==> src/design/bfiq_pkg.sv <==
// Shared types and constants for the bloom filter insert/query block.
`default_nettype none

package bfiq_pkg;

    // Default geometry
    localparam int STORE_BITS_LOG2_DEF = 16;
    localparam int MAX_HASHES_DEF      = 8;

    // Store word layout
    localparam int WORD_BITS     = 64;
    localparam int WORD_SEL_BITS = 6;
    localparam int BYTE_BITS     = 8;
    localparam int SLICE_BITS    = 16;
    localparam int HASH_BITS     = 128;

    // Field and register widths
    localparam int IDX_W_BITS     = 5;
    localparam int HCNT_BITS      = 4;
    localparam int CFG_INDEX_BITS = 4;
    localparam int CFG_DATA_BITS  = 5;

    // Register indexes
    localparam logic [CFG_INDEX_BITS-1:0] REG_INDEX_WIDTH = 4'd0;
    localparam logic [CFG_INDEX_BITS-1:0] REG_HASH_COUNT  = 4'd1;

    // Register reset values and limits
    localparam logic [IDX_W_BITS-1:0] RESET_INDEX_WIDTH = 5'd16;
    localparam logic [HCNT_BITS-1:0]  RESET_HASH_COUNT  = 4'd4;
    localparam logic [IDX_W_BITS-1:0] MIN_INDEX_WIDTH   = 5'd8;

    // Request modes
    localparam logic MODE_ADD   = 1'b0;
    localparam logic MODE_QUERY = 1'b1;

    // Per-request control carried from front to back
    typedef struct packed {
        logic                 mode;
        logic [HCNT_BITS-1:0] count;
    } bfiq_ctl_t;

    // Back-end status seen by the front end
    typedef struct packed {
        logic pop;
        logic clr_busy;
    } bfiq_back_stat_t;

endpackage

`default_nettype wire

==> src/design/bfiq_front.sv <==
// Front end: clamps config, slices the hash into bit indexes, queues requests.
`default_nettype none

module bfiq_front
    import bfiq_pkg::*;
#(
    parameter int STORE_BITS_LOG2 = STORE_BITS_LOG2_DEF,
    parameter int MAX_HASHES      = MAX_HASHES_DEF
) (
    input  wire logic                                        clk,
    input  wire logic                                        rst_n,
    input  wire logic                                        push,
    output logic                                             full,
    input  wire logic                                        mode,
    input  wire logic [63:0]                                 hash_low,
    input  wire logic [63:0]                                 hash_high,
    input  wire logic [IDX_W_BITS-1:0]                       index_width,
    input  wire logic [HCNT_BITS-1:0]                        hash_count,
    input  wire bfiq_back_stat_t                             stat,
    output logic                                             head_valid,
    output bfiq_ctl_t                                        head_ctl,
    output logic [MAX_HASHES-1:0][STORE_BITS_LOG2-1:0]       head_idx
);

    localparam int QDEPTH = 2;

    logic [HASH_BITS-1:0]                          stream;
    logic [IDX_W_BITS-1:0]                         w_eff;
    logic [HCNT_BITS-1:0]                          n_eff;
    logic [SLICE_BITS-1:0]                         wmask;
    logic [SLICE_BITS-1:0]                         slice;
    logic [MAX_HASHES-1:0][STORE_BITS_LOG2-1:0]    new_idx;
    bfiq_ctl_t                                     new_ctl;
    logic                                          push_ok;

    bfiq_ctl_t                                     ctl_mem_reg [QDEPTH];
    logic [MAX_HASHES-1:0][STORE_BITS_LOG2-1:0]    idx_mem_reg [QDEPTH];
    logic                                          wr_ptr_reg, wr_ptr_next;
    logic                                          rd_ptr_reg, rd_ptr_next;
    logic [1:0]                                    q_count_reg, q_count_next;

    // Clamp the registers into their working ranges
    always_comb
    begin
        if (index_width < MIN_INDEX_WIDTH)
        begin
            w_eff = MIN_INDEX_WIDTH;
        end
        else if (index_width > IDX_W_BITS'(STORE_BITS_LOG2))
        begin
            w_eff = IDX_W_BITS'(STORE_BITS_LOG2);
        end
        else
        begin
            w_eff = index_width;
        end

        if (hash_count == '0)
        begin
            n_eff = HCNT_BITS'(1);
        end
        else if (hash_count > HCNT_BITS'(MAX_HASHES))
        begin
            n_eff = HCNT_BITS'(MAX_HASHES);
        end
        else
        begin
            n_eff = hash_count;
        end
    end

    assign stream = {hash_high, hash_low};
    assign wmask  = ~({SLICE_BITS{1'b1}} << w_eff);

    // One-byte slices at the minimum width, two-byte slices (first byte high) above it
    always_comb
    begin
        slice   = '0;
        new_idx = '0;
        for (int i = 0; i < MAX_HASHES; i++)
        begin
            if (w_eff == MIN_INDEX_WIDTH)
            begin
                slice = {{BYTE_BITS{1'b0}}, stream[BYTE_BITS*i +: BYTE_BITS]};
            end
            else
            begin
                slice = {stream[2*BYTE_BITS*i +: BYTE_BITS],
                         stream[2*BYTE_BITS*i + BYTE_BITS +: BYTE_BITS]};
            end
            slice      = slice & wmask;
            new_idx[i] = slice[STORE_BITS_LOG2-1:0];
        end
    end

    assign new_ctl.mode  = mode;
    assign new_ctl.count = n_eff;

    assign full    = (q_count_reg == 2'(QDEPTH)) || stat.clr_busy;
    assign push_ok = push && !full;

    always_comb
    begin
        wr_ptr_next  = wr_ptr_reg;
        rd_ptr_next  = rd_ptr_reg;
        q_count_next = q_count_reg;
        if (push_ok)
        begin
            wr_ptr_next = !wr_ptr_reg;
        end
        if (stat.pop)
        begin
            rd_ptr_next = !rd_ptr_reg;
        end
        if (push_ok && !stat.pop)
        begin
            q_count_next = q_count_reg + 2'd1;
        end
        else if (!push_ok && stat.pop)
        begin
            q_count_next = q_count_reg - 2'd1;
        end
    end

    always_ff @(posedge clk or negedge rst_n)
    begin
        if (!rst_n)
        begin
            wr_ptr_reg  <= 1'b0;
            rd_ptr_reg  <= 1'b0;
            q_count_reg <= 2'd0;
        end
        else
        begin
            wr_ptr_reg  <= wr_ptr_next;
            rd_ptr_reg  <= rd_ptr_next;
            q_count_reg <= q_count_next;
        end
    end

    always_ff @(posedge clk)
    begin
        if (push_ok)
        begin
            ctl_mem_reg[wr_ptr_reg] <= new_ctl;
            idx_mem_reg[wr_ptr_reg] <= new_idx;
        end
    end

    assign head_valid = (q_count_reg != 2'd0);
    assign head_ctl   = ctl_mem_reg[rd_ptr_reg];
    assign head_idx   = idx_mem_reg[rd_ptr_reg];

`ifndef NO_ASSERTIONS
    a_q_bound: assert property (@(posedge clk) disable iff (!rst_n)
        q_count_reg <= 2'(QDEPTH))
        else $error("request queue over depth");

    a_q_fill: assert property (@(posedge clk) disable iff (!rst_n)
        (q_count_reg == 2'd0 && push_ok) |=> head_valid)
        else $error("accepted request not visible at queue head");
`endif

endmodule

`default_nettype wire

==> config.mk <==
export PLATFORM = sky130hd
export DESIGN_NAME = bfiq_front
export DESIGN_NICKNAME = d
export VERILOG_FILES = /design/src/design/bfiq_pkg.sv /design/src/design/bfiq_front.sv
export SDC_FILE = /design/constraint.sdc
export NUM_CORES = 1
export LEC_CHECK = 0
export ABC_AREA = 1
export BUFFER_PORTS_ARGS = -buffer_cell sky130_fd_sc_hd__buf_2
export CORE_UTILIZATION = 53
export DETAILED_ROUTE_END_ITERATION = 16
export HOLD_SLACK_MARGIN = 0.03
export PLACE_DENSITY = 0.79
export REMOVE_ABC_BUFFERS = 1
export SLEW_MARGIN = 20
export SYNTH_ARGS = -nofsm -noshare
export SYNTH_HDL_FRONTEND = slang
export SYNTH_SLANG_ARGS = --single-unit
==> constraint.sdc <==
create_clock -name clk -period 9 [get_ports clk]
set_input_delay 1.8 -clock clk [delete_from_list [all_inputs] [get_ports clk]]
set_output_delay 1.8 -clock clk [all_outputs]
set_load 0.01 [all_outputs]
==> reports/results.ini, run 1 <==
[status]
status=completed

[cts]
hold_buffers=0
cts_root_buffer=clkbuf_16
tritoncts=done
h-tree-depth=1
clkTransAtPathRegs_ns=0.06
numCtsBuffers=27
cts_resized=0
cts.sinks=270
clk_latency_ns=0.51
postCtsSetupRepairBufs=0
ctsLongestPathBuffers=3

[floorplan]
io_pins=278
dieArea_um2=21900
start_util_pct=54.0
row_count=53
die_h_um=148
die_w_um=148
core_area_um2=21000

[setup_path]
criticalPathCategory=reg2out
cp-start-kind=flop
crit_family=buffers and inverters
crit_buf_inv=2
crit_chain=buf_4, mux2_2, buf_2
timing.rr.start=q_count_reg[0]
endpoint_kind=primary output
slowest_delay_ns=0.94
reg2reg_depth=5
worstPathMaxFanout=80
cp.required_ns=7.20
cpMaxStageDelayCell=dfrtp_4
path_depth=3
crit_arrival_ns=3.06
r2r-end=idx_mem_reg[0][120]
r2r_setup_slack_ns=6.83

[logic_synthesis]
synthAdderAreaFrac_pct=0.111
synth_top_family_by_area=multiplexers
synth_xor_area_share_pct=0.310
syn_area_per_cell_um2=14.0
yosysTopAreaCell=edfxtp_1
synth_cells=808
synth_top_area_share_pct=70.6
yosys.area_share.simple_pct=9.92
yosysSeqAreaShare_pct=71.5
synth_area_leaders=edfxtp_1 (71%), mux2_2 (13%), nand2_1 (5.1%), nand3_1 (3.0%), inv_1 (2.5%)
ys_ff_latch=270
synthDistinctLibCells=22
syn_area_um2=11300
yosysWarnings=0
synth_compound_area_share_pct=0.409
synth_mux_area_share_pct=13.2

[min_path]
min_from=q_count_reg[0]
whs_path_depth=1
min_path_type=reg2reg
min_to=q_count_reg[0]

[power_and_ir_drop]
switching_share_pct=28.5
p_int_mw=2.67
clockPowerShare_pct=29.1
p_sw_mw=1.06
ir_drop_mv=0.173
powerDensity_nw_per_um2=271
combPwrFrac_pct=26.2
leakage_nw=5.79
pwr-share-seq_pct=44.7

[placed_design]
gp_congestion=0.762
port_buffers=277
dp_hpwl_um=15100
pre_cts_slack_ns=4.66

[route]
avgRoutedWirePerCell_um=17.6
drt_iter0_drc=356
wl_um=24300
vias_per_cell=5.27
drtAntennaViolNets=0
first_pass_iters=5
drc=0
vias=7275

[global_routing]
globalRouteTotalUtil_pct=21.5
antenna_found_initial=2
grt_pass1_vias=7023
grt.overflow.total=0
grt_max_degree=84
grt_pass1_wl_um=36500

[sta]
finalCriticalPeriod_ns=4.86
final_hold_viol_count=0
tightest_slew_ns=1.09
fin_skew_ns=0.00604
slew_headroom_pct=27.3
drv_slew=0
rsz0062_at_grt=false
fin_ws_ns=4.14
min_period_over_period_pct=54.0
fmax_ghz=0.206
fin_tns_setup_ns=0
finalSetupViolations=0

[final_layout]
area_growth_pct=21.8
n_fill_cell=1562
largest_reg_flops=256
multi_input_area_um2=2730
regArea_um2=8090
final_core_utilization_pct=65.8
nNetsFinal=1228
layout-drive-gt1-share_pct=42.2

[flow_run]
max_cap_violations=0

==> layer usage <==
metal	vias to the layer above	global-route usage, %	share of wire, %
met1	3505	28.0	40
met4	0	7.32	2.7
met2	329	36.7	49
met5	-	0	0
li1	3396	-	-
met3	45	3.74	7.5
==> cell type report <==
cell class / instances / share of cell area (%)
inverters: 78 / 2.12
diodes: 2 / 0.0363
clock buffers: 29 / 4.96
clock inverters: 20 / 1.28
flip-flops and latches: 270 / 58.7
multi-input cells: 422 / 19.8
repair buffers: 285 / 10.6
well taps: 275 / 2.50
==> power groups by stage <==
stage                     combinational, mW  clock, mW  sequential (mW)
after global placement                0.971          0             1.69
after floorplan                       0.605          0             1.74
after CTS                             0.989       1.10             1.67
final                                 0.979       1.08             1.67
after global routing                   1.05       1.15             1.68
after detailed placement              0.982          0             1.70
==> cells by family after synthesis <==
group,count (synthesis)
AND/OR/NAND/NOR,276
flip-flops,270
multiplexers,133
buffers and inverters,116
AO/OA/AOI/OAI,8
XOR/XNOR,4
adder cells (fa/ha/maj),1
==> cells in the final DEF, fill, tap and decap left out <==
master / count
xor2_1: 3
nor2_4: 2
nand2_1: 153
xnor2_1: 1
inv_2: 2
o211ai_1: 1
o21ai_1: 1
clkbuf_16: 27
dfrtp_1: 3
clkinv_1: 6
clkbuf_1: 2
bufinv_16: 3
clkinvlp_4: 2
diode_2: 2
nand3_1: 67
inv_1: 76
clkinv_4: 1
buf_4: 6
clkinv_2: 8
a31oi_1: 1
nand2_2: 2
ha_1: 1
nor2_1: 52
mux2_2: 133
buf_2: 277
o21a_1: 1
dfrtp_4: 1
o21ai_0: 1
buf_6: 2
a21oi_1: 3
edfxtp_1: 266
==> stage by stage <==
step,power [mW],std cells,hold slack [ns],cell area (µm²)
final,3.73,1381,0.484,13800
after global routing,3.89,1381,0.520,13800
after CTS,3.77,1379,0.483,13800
after detailed placement,2.68,1330,0.468,12900
after global placement,2.66,1330,0.464,12900
after floorplan,2.34,770,0.446,11100
==> cells in the mapped netlist <==
master / number
nand2_1: 154
nor2_1: 54
nand3_1: 67
xor2_1: 3
a31oi_1: 1
buf_6: 2
o21ai_1: 1
buf_2: 19
inv_1: 76
o211ai_1: 1
a21oi_1: 3
inv_2: 2
o21ai_0: 1
ha_1: 1
buf_4: 10
nand2_2: 1
xnor2_1: 1
edfxtp_1: 266
clkbuf_1: 7
mux2_2: 133
o21a_1: 1
dfrtp_1: 4
==> worst max-delay path by stage <==
stage                           from           endpoint  slack (ns)
after floorplan              stat[0]  ctl_mem_reg[0][0]        0.83
after global placement    rd_ptr_reg       head_idx[64]        4.67
after detailed placement  rd_ptr_reg       head_idx[96]        4.66
after CTS                 rd_ptr_reg       head_idx[98]        4.09
after global routing      rd_ptr_reg        head_idx[8]        3.97
final                     rd_ptr_reg        head_idx[8]        4.14
(Power assumes the default switching activity.)
==> inputs of run 2 (changes only) <==
--- a/config.mk
+++ b/config.mk
@@ -5,12 +5,12 @@
 export SDC_FILE = /design/constraint.sdc
 export NUM_CORES = 1
 export LEC_CHECK = 0
-export ABC_AREA = 1
+export ABC_AREA = 0
 export BUFFER_PORTS_ARGS = -buffer_cell sky130_fd_sc_hd__buf_2
-export CORE_UTILIZATION = 53
+export CORE_UTILIZATION = 48
 export DETAILED_ROUTE_END_ITERATION = 16
 export HOLD_SLACK_MARGIN = 0.03
-export PLACE_DENSITY = 0.79
+export PLACE_DENSITY = 0.76
 export REMOVE_ABC_BUFFERS = 1
 export SLEW_MARGIN = 20
 export SYNTH_ARGS = -nofsm -noshare
==> constraint.sdc (replaced) <==
create_clock -name clk -period 4.1 [get_ports clk]
set_input_delay 0.82 -clock clk [delete_from_list [all_inputs] [get_ports clk]]
set_output_delay 0.82 -clock clk [all_outputs]
set_load 0.01 [all_outputs]
==> run 2 against run 1 <==
- routed wire length fell by 12%
- flip-flop and latch count did not move
- worst setup slack got worse by 3.1 ns
- clock power rose to 2.5 times the previous value
- critical endpoint is now head_idx[45]
- sequential share of layout area fell by 0.11 points
- synthesized area fell by 2.2%
- die area rose by 7.9%
- highest routed layer unchanged
- global-route usage fell by 3.8 points
==> reports/results.ini, run 2 <==
[logic_synthesis]
synth_edf_count=266
synth_cells=590
synth_top_area_share_pct=72.2
syn_area_um2=11100
async_reset_ff_share_pct=1.48
ys_ff_latch=270
synthDistinctLibCells=26
synth_area_leaders=edfxtp_1 (72%), mux2_2 (20%), nor2b_1 (3.3%), dfrtp_1 (0.90%), mux2_1 (0.51%)
yosysTopAreaCell=edfxtp_1
synth_most_common_cell=edfxtp_1
yosysSeqAreaShare_pct=73.1
synthTopCellsByCount=edfxtp_1 (266), mux2_2 (192), nor2b_1 (58)
ys.flop_type=edfxtp_1
syn_area_per_cell_um2=18.8
yosysWarnings=0

[cts]
ctsLongestPathBuffers=3
clkTransAtPathRegs_ns=0.06
clk_latency_ns=0.52
tritoncts=done
cts_root_buffer=clkbuf_16
numCtsBuffers=28
h-tree-depth=1
cts.sinks=270
postCtsSetupRepairBufs=0
cts_resized=0
hold_buffers=0

[sta]
final_hold_viol_count=0
drv_slew=0
fin_tns_setup_ns=0
min_period_over_period_pct=75.9
finalSetupViolations=0
fin_ws_ns=0.988
rsz0062_at_grt=false
fmax_ghz=0.321
slew_headroom_pct=31.2
fin_skew_ns=0.00511
finalCriticalPeriod_ns=3.11
tightest_slew_ns=1.03

[floorplan]
die_w_um=154
io_pins=278
die_h_um=154
core_area_um2=22600
row_count=55
dieArea_um2=23700
start_util_pct=48.9

[setup_path]
criticalPathCategory=reg2out
crit_arrival_ns=2.29
r2r_setup_slack_ns=2.02
reg2reg_depth=4
endpoint_kind=primary output
cp-start-kind=flop
timing.rr.start=q_count_reg[0]
worstPathMaxFanout=120
cp.required_ns=3.28
r2r-end=ctl_mem_reg[1][0]

[final_layout]
largest_reg_flops=256
layout-drive-gt1-share_pct=58.8
mostFrequentLayoutCells=buf_2 (277), edfxtp_1 (266), mux2_2 (192)
area_growth_pct=24.7
n_fill_cell=1669
stdcell_count=1187
final_common_cell=buf_2
nNetsFinal=1021

[route]
vias=6105
drtAntennaViolNets=0
drc=0
wl_um=21500
drt_iter0_drc=258
vias_per_cell=5.14
avgRoutedWirePerCell_um=18.1
first_pass_iters=4

[placed_design]
gp_congestion=0.730
pre_cts_slack_ns=1.47
port_buffers=277
dp_hpwl_um=13300
dp_cells=1132

[status]
status=completed

[global_routing]
antenna_found_initial=2
grt.overflow.total=0
grt_pass1_wl_um=32700
grt_max_degree=134
grt_pass1_vias=6271
globalRouteTotalUtil_pct=17.8

[power_and_ir_drop]
power_mw=8.50
powerDensity_nw_per_um2=616
p_int_mw=6.22
clockPowerShare_pct=32.2
leakage_nw=5.15
pwr-share-seq_pct=42.0
p_sw_mw=2.28
ir_drop_mv=0.687
combPwrFrac_pct=25.8
switching_share_pct=26.8

[min_path]
min_path_type=in2async

[flow_run]
max_cap_violations=0

==> run 2: changes by cell type after synthesis, sizes merged, moves of 5 or more <==
cell and delta:
nor2b +58, mux2 +64, and2 +8, buf -18, nor2 -48, nand2 -154, clkbuf +5, nand3 -67
inv -72
==> run 2: worst max path at each step <==
| stage | from | to | slack [ns] | cells past startpoint |
|---|---|---|---|---|
| floorplan | stat[0] | ctl_mem_reg[0][0] | -3.07 | 3 |
| global placement | index_width[2] | idx_mem_reg[0][3] | 1.50 | 5 |
| detailed placement | index_width[2] | idx_mem_reg[0][32] | 1.47 | 5 |
| CTS | rd_ptr_reg | head_idx[6] | 0.97 | 3 |
| global route | rd_ptr_reg | head_idx[93] | 0.90 | 3 |
| finish | rd_ptr_reg | head_idx[45] | 0.99 | 3 |
==> run 2: area by class of cell <==
class / instances / area [µm²] / share of cell area, %
Antenna cell: 3 / 7.51 / 0.0544
Clock inverter: 22 / 290 / 2.10
Clock buffer: 30 / 729 / 5.28
Timing Repair Buffer: 282 / 1470 / 10.7
Sequential cell: 270 / 8090 / 58.6
Tap cell: 285 / 357 / 2.58
Multi-Input combinational cell: 289 / 2830 / 20.5
Inverter: 6 / 22.5 / 0.163
==> run 2: cells by family (layout without fill, tap and decap cells) <==
| family | after synthesis | after routing | synth area share [%] |
|---|---|---|---|
| AOI/OAI and AO/OA | 10 | 10 | 0.678 |
| xor gates and xnor gates | 5 | 5 | 0.396 |
| adders and majority gates | 1 | 1 | 0.113 |
| buffers and inverters | 31 | 340 | 1.49 |
| DFF | 270 | 270 | 73.1 |
| muxes | 197 | 197 | 20.0 |
| other | 0 | 3 | 0 |
| and+or+nand+nor | 76 | 76 | 4.18 |
==> run 2: power by group through the flow <==
| stage | clock (mW) | combinational [mW] | sequential, mW |
|---|---|---|---|
| after floorplan | 0 | 1.31 | 3.80 |
| after global placement | 0 | 2.21 | 3.61 |
| after detailed placement | 0 | 2.22 | 3.63 |
| after CTS | 2.81 | 2.23 | 3.57 |
| after global routing | 2.93 | 2.35 | 3.60 |
| final | 2.73 | 2.20 | 3.57 |
==> run 2: metal layers <==
layer  track usage [%]  share of wire, %  vias to the layer above
met1              21.4                41                     3019
li1                  -                 -                     2845
met4              5.24               1.6                        0
met5                 0                 0                        -
met3              5.61               8.1                       28
met2              30.5                49                      213
==> run 2: worst max-delay path, stage by stage, from the launching register on <==
cell and delay [ns]:
dfrtp_4 0.57, buf_12 0.53, mux2_2 0.42, buf_2 0.14
==> run 2: stage by stage <==
stage	hold WS [ns]	util, %	area (µm²)
floorplan	0.461	-	10900
global placement	0.535	56.4	12800
detailed placement	0.536	56.4	12800
CTS	0.0748	60.9	13800
global route	0.0763	60.9	13800
finish	0.0967	61.0	13800
==> inputs of run 3 (changes only) <==
--- a/config.mk
+++ b/config.mk
@@ -5,12 +5,12 @@
 export SDC_FILE = /design/constraint.sdc
 export NUM_CORES = 1
 export LEC_CHECK = 0
-export ABC_AREA = 0
+export ABC_AREA = 1
 export BUFFER_PORTS_ARGS = -buffer_cell sky130_fd_sc_hd__buf_2
-export CORE_UTILIZATION = 48
+export CORE_UTILIZATION = 53
 export DETAILED_ROUTE_END_ITERATION = 16
 export HOLD_SLACK_MARGIN = 0.03
-export PLACE_DENSITY = 0.76
+export PLACE_DENSITY = 0.79
 export REMOVE_ABC_BUFFERS = 1
 export SLEW_MARGIN = 20
 export SYNTH_ARGS = -nofsm -noshare
==> constraint.sdc (replaced) <==
create_clock -name clk -period 3.05 [get_ports clk]
set_input_delay 0.61 -clock clk [delete_from_list [all_inputs] [get_ports clk]]
set_output_delay 0.61 -clock clk [all_outputs]
set_load 0.01 [all_outputs]
==> run 3 against run 2 <==
- first-iteration DRC count increased by 41%
- flip-flop and latch count is the same
- sequential share of layout area down 0.33 points
- via count rose by 18%
- final cell count is 17% higher
- routed wire length is 11% higher
- worst setup slack got worse by 0.62 ns
- die area shrank 7.3%
- register-to-register slack worse by 0.77 ns
- utilization rose by 5.3 points
- largest cell class unchanged
- largest power group unchanged
==> reports/results.ini, run 3 (synthesis results as in run 1) <==
[cts]
h-tree-depth=1
cts_root_buffer=clkbuf_16
tritoncts=done
cts_resized=0
hold_buffers=1
cts.sinks=270
clk_latency_ns=0.53
ctsLongestPathBuffers=3
postCtsSetupRepairBufs=0
numCtsBuffers=28
clkTransAtPathRegs_ns=0.05

[setup_path]
worstPathMaxFanout=63
criticalPathCategory=reg2out
endpoint_kind=primary output
cp-start-kind=flop
crit_arrival_ns=2.07
cp.required_ns=2.44

[floorplan]
io_pins=278
die_w_um=148
dieArea_um2=21900
start_util_pct=54.0
die_h_um=148
row_count=53
core_area_um2=21000

[final_layout]
final_common_cell=buf_2
largest_reg_flops=256
nNetsFinal=1235
layout-drive-gt1-share_pct=42.0
area_growth_pct=22.7
mostFrequentLayoutCells=buf_2 (277), edfxtp_1 (266), nand2_1 (153)
n_fill_cell=1507

[route]
drt_iter0_drc=363
avgRoutedWirePerCell_um=17.2
vias_per_cell=5.20
drtAntennaViolNets=0
wl_um=23800
vias=7207
drc=0
first_pass_iters=4

[sta]
fin_tns_setup_ns=0
finalSetupViolations=0
finalCriticalPeriod_ns=2.68
drv_slew=0
min_period_over_period_pct=87.9
final_hold_viol_count=0
tightest_slew_ns=0.904
fmax_ghz=0.373
fin_skew_ns=0.00982
rsz0062_at_grt=false
whs_ns=0.279
slew_headroom_pct=39.7

[placed_design]
port_buffers=277
dp_hpwl_um=14900
gp_congestion=0.743

[status]
status=completed

[global_routing]
grt.overflow.total=0
grt_max_degree=73
globalRouteTotalUtil_pct=21.3
grt_pass1_wl_um=36400
antenna_found_initial=2
grt_pass1_vias=7565

[flow_run]
max_cap_violations=0

[power_and_ir_drop]
combPwrFrac_pct=28.0
leakage_nw=5.82
ir_drop_mv=0.560
powerDensity_nw_per_um2=792
clockPowerShare_pct=28.3
p_int_mw=7.87
pwr-share-seq_pct=43.7
p_sw_mw=3.12
switching_share_pct=28.4

[min_path]
min_path_type=in2reg

-- run 3: cell count changes in the layout (fill, tap and decap cells not counted), moves of 6 or more --
cell       change
clkinv_2       -7
and2_1         -8
clkbuf_1       +6
bufinv_16      -6
nor2b_1       -58
nor2_1        +47
nand3_1       +67
nand2_1      +152
inv_1         +70
mux2_2        -59
-- run 3: cell type report --
| type | instances | area, µm² | share of cell area (%) |
|---|---|---|---|
| Sequential cell | 270 | 8090 | 58.3 |
| Multi-Input combinational cell | 422 | 2730 | 19.7 |
| Timing Repair Buffer | 291 | 1580 | 11.4 |
| Clock buffer | 36 | 752 | 5.42 |
| Tap cell | 275 | 344 | 2.48 |
| Inverter | 78 | 293 | 2.11 |
| Clock inverter | 11 | 81.3 | 0.586 |
| Antenna cell | 3 | 7.51 | 0.0541 |
-- run 3: routing by layer --
| metal | vias to the layer above | track usage [%] | part of all wire [%] |
|---|---|---|---|
| met5 | - | 0 | 0 |
| met4 | 0 | 7.37 | 2.7 |
| met3 | 49 | 4.88 | 7.7 |
| met2 | 306 | 39.1 | 51 |
| met1 | 3449 | 24.4 | 38 |
| li1 | 3403 | - | - |
-- run 3: metrics by stage --
stage / total power, mW / utilization [%] / setup slack, ns / std cells / instance area (µm²)
floorplan: 6.91 / - / -3.93 / 770 / 11100
global placement: 7.92 / 62.2 / 0.889 / 1335 / 13000
detailed placement: 7.98 / 62.2 / 0.804 / 1335 / 13000
CTS: 11.1 / 66.2 / 0.371 / 1383 / 13900
global route: 11.4 / 66.2 / 0.301 / 1385 / 13900
finish: 11.0 / 66.2 / 0.370 / 1386 / 13900
-- run 3: worst max-delay path, stage by stage, from the launching register on --
cell and delay, ns:
dfrtp_4 0.59, buf_12 0.31, mux2_2 0.40, buf_2 0.15
-- run 3: power groups by stage --
stage / clock [mW] / sequential [mW] / combinational (mW)
6_report: 3.11 / 4.80 / 3.08
5_1_grt: 3.30 / 4.85 / 3.30
4_1_cts: 3.16 / 4.81 / 3.12
3_5_place_dp: 0 / 4.89 / 3.09
3_3_place_gp: 0 / 4.86 / 3.06
2_1_floorplan: 0 / 5.13 / 1.78
-- run 3: final timing paths --
check	start	depth (start not counted)	slack (ns)	to
setup / recovery	rd_ptr_reg	3	0.37	head_idx[33]
hold / removal	mode	1	0.28	ctl_mem_reg[1][4]
setup reg to reg	q_count_reg[0]	5	1.25	idx_mem_reg[0][109]
hold reg to reg	q_count_reg[0]	1	0.49	q_count_reg[0]
max in group asynchronous	rst_n	2	2.48	rd_ptr_reg
min in group asynchronous	rst_n	2	0.43	wr_ptr_reg
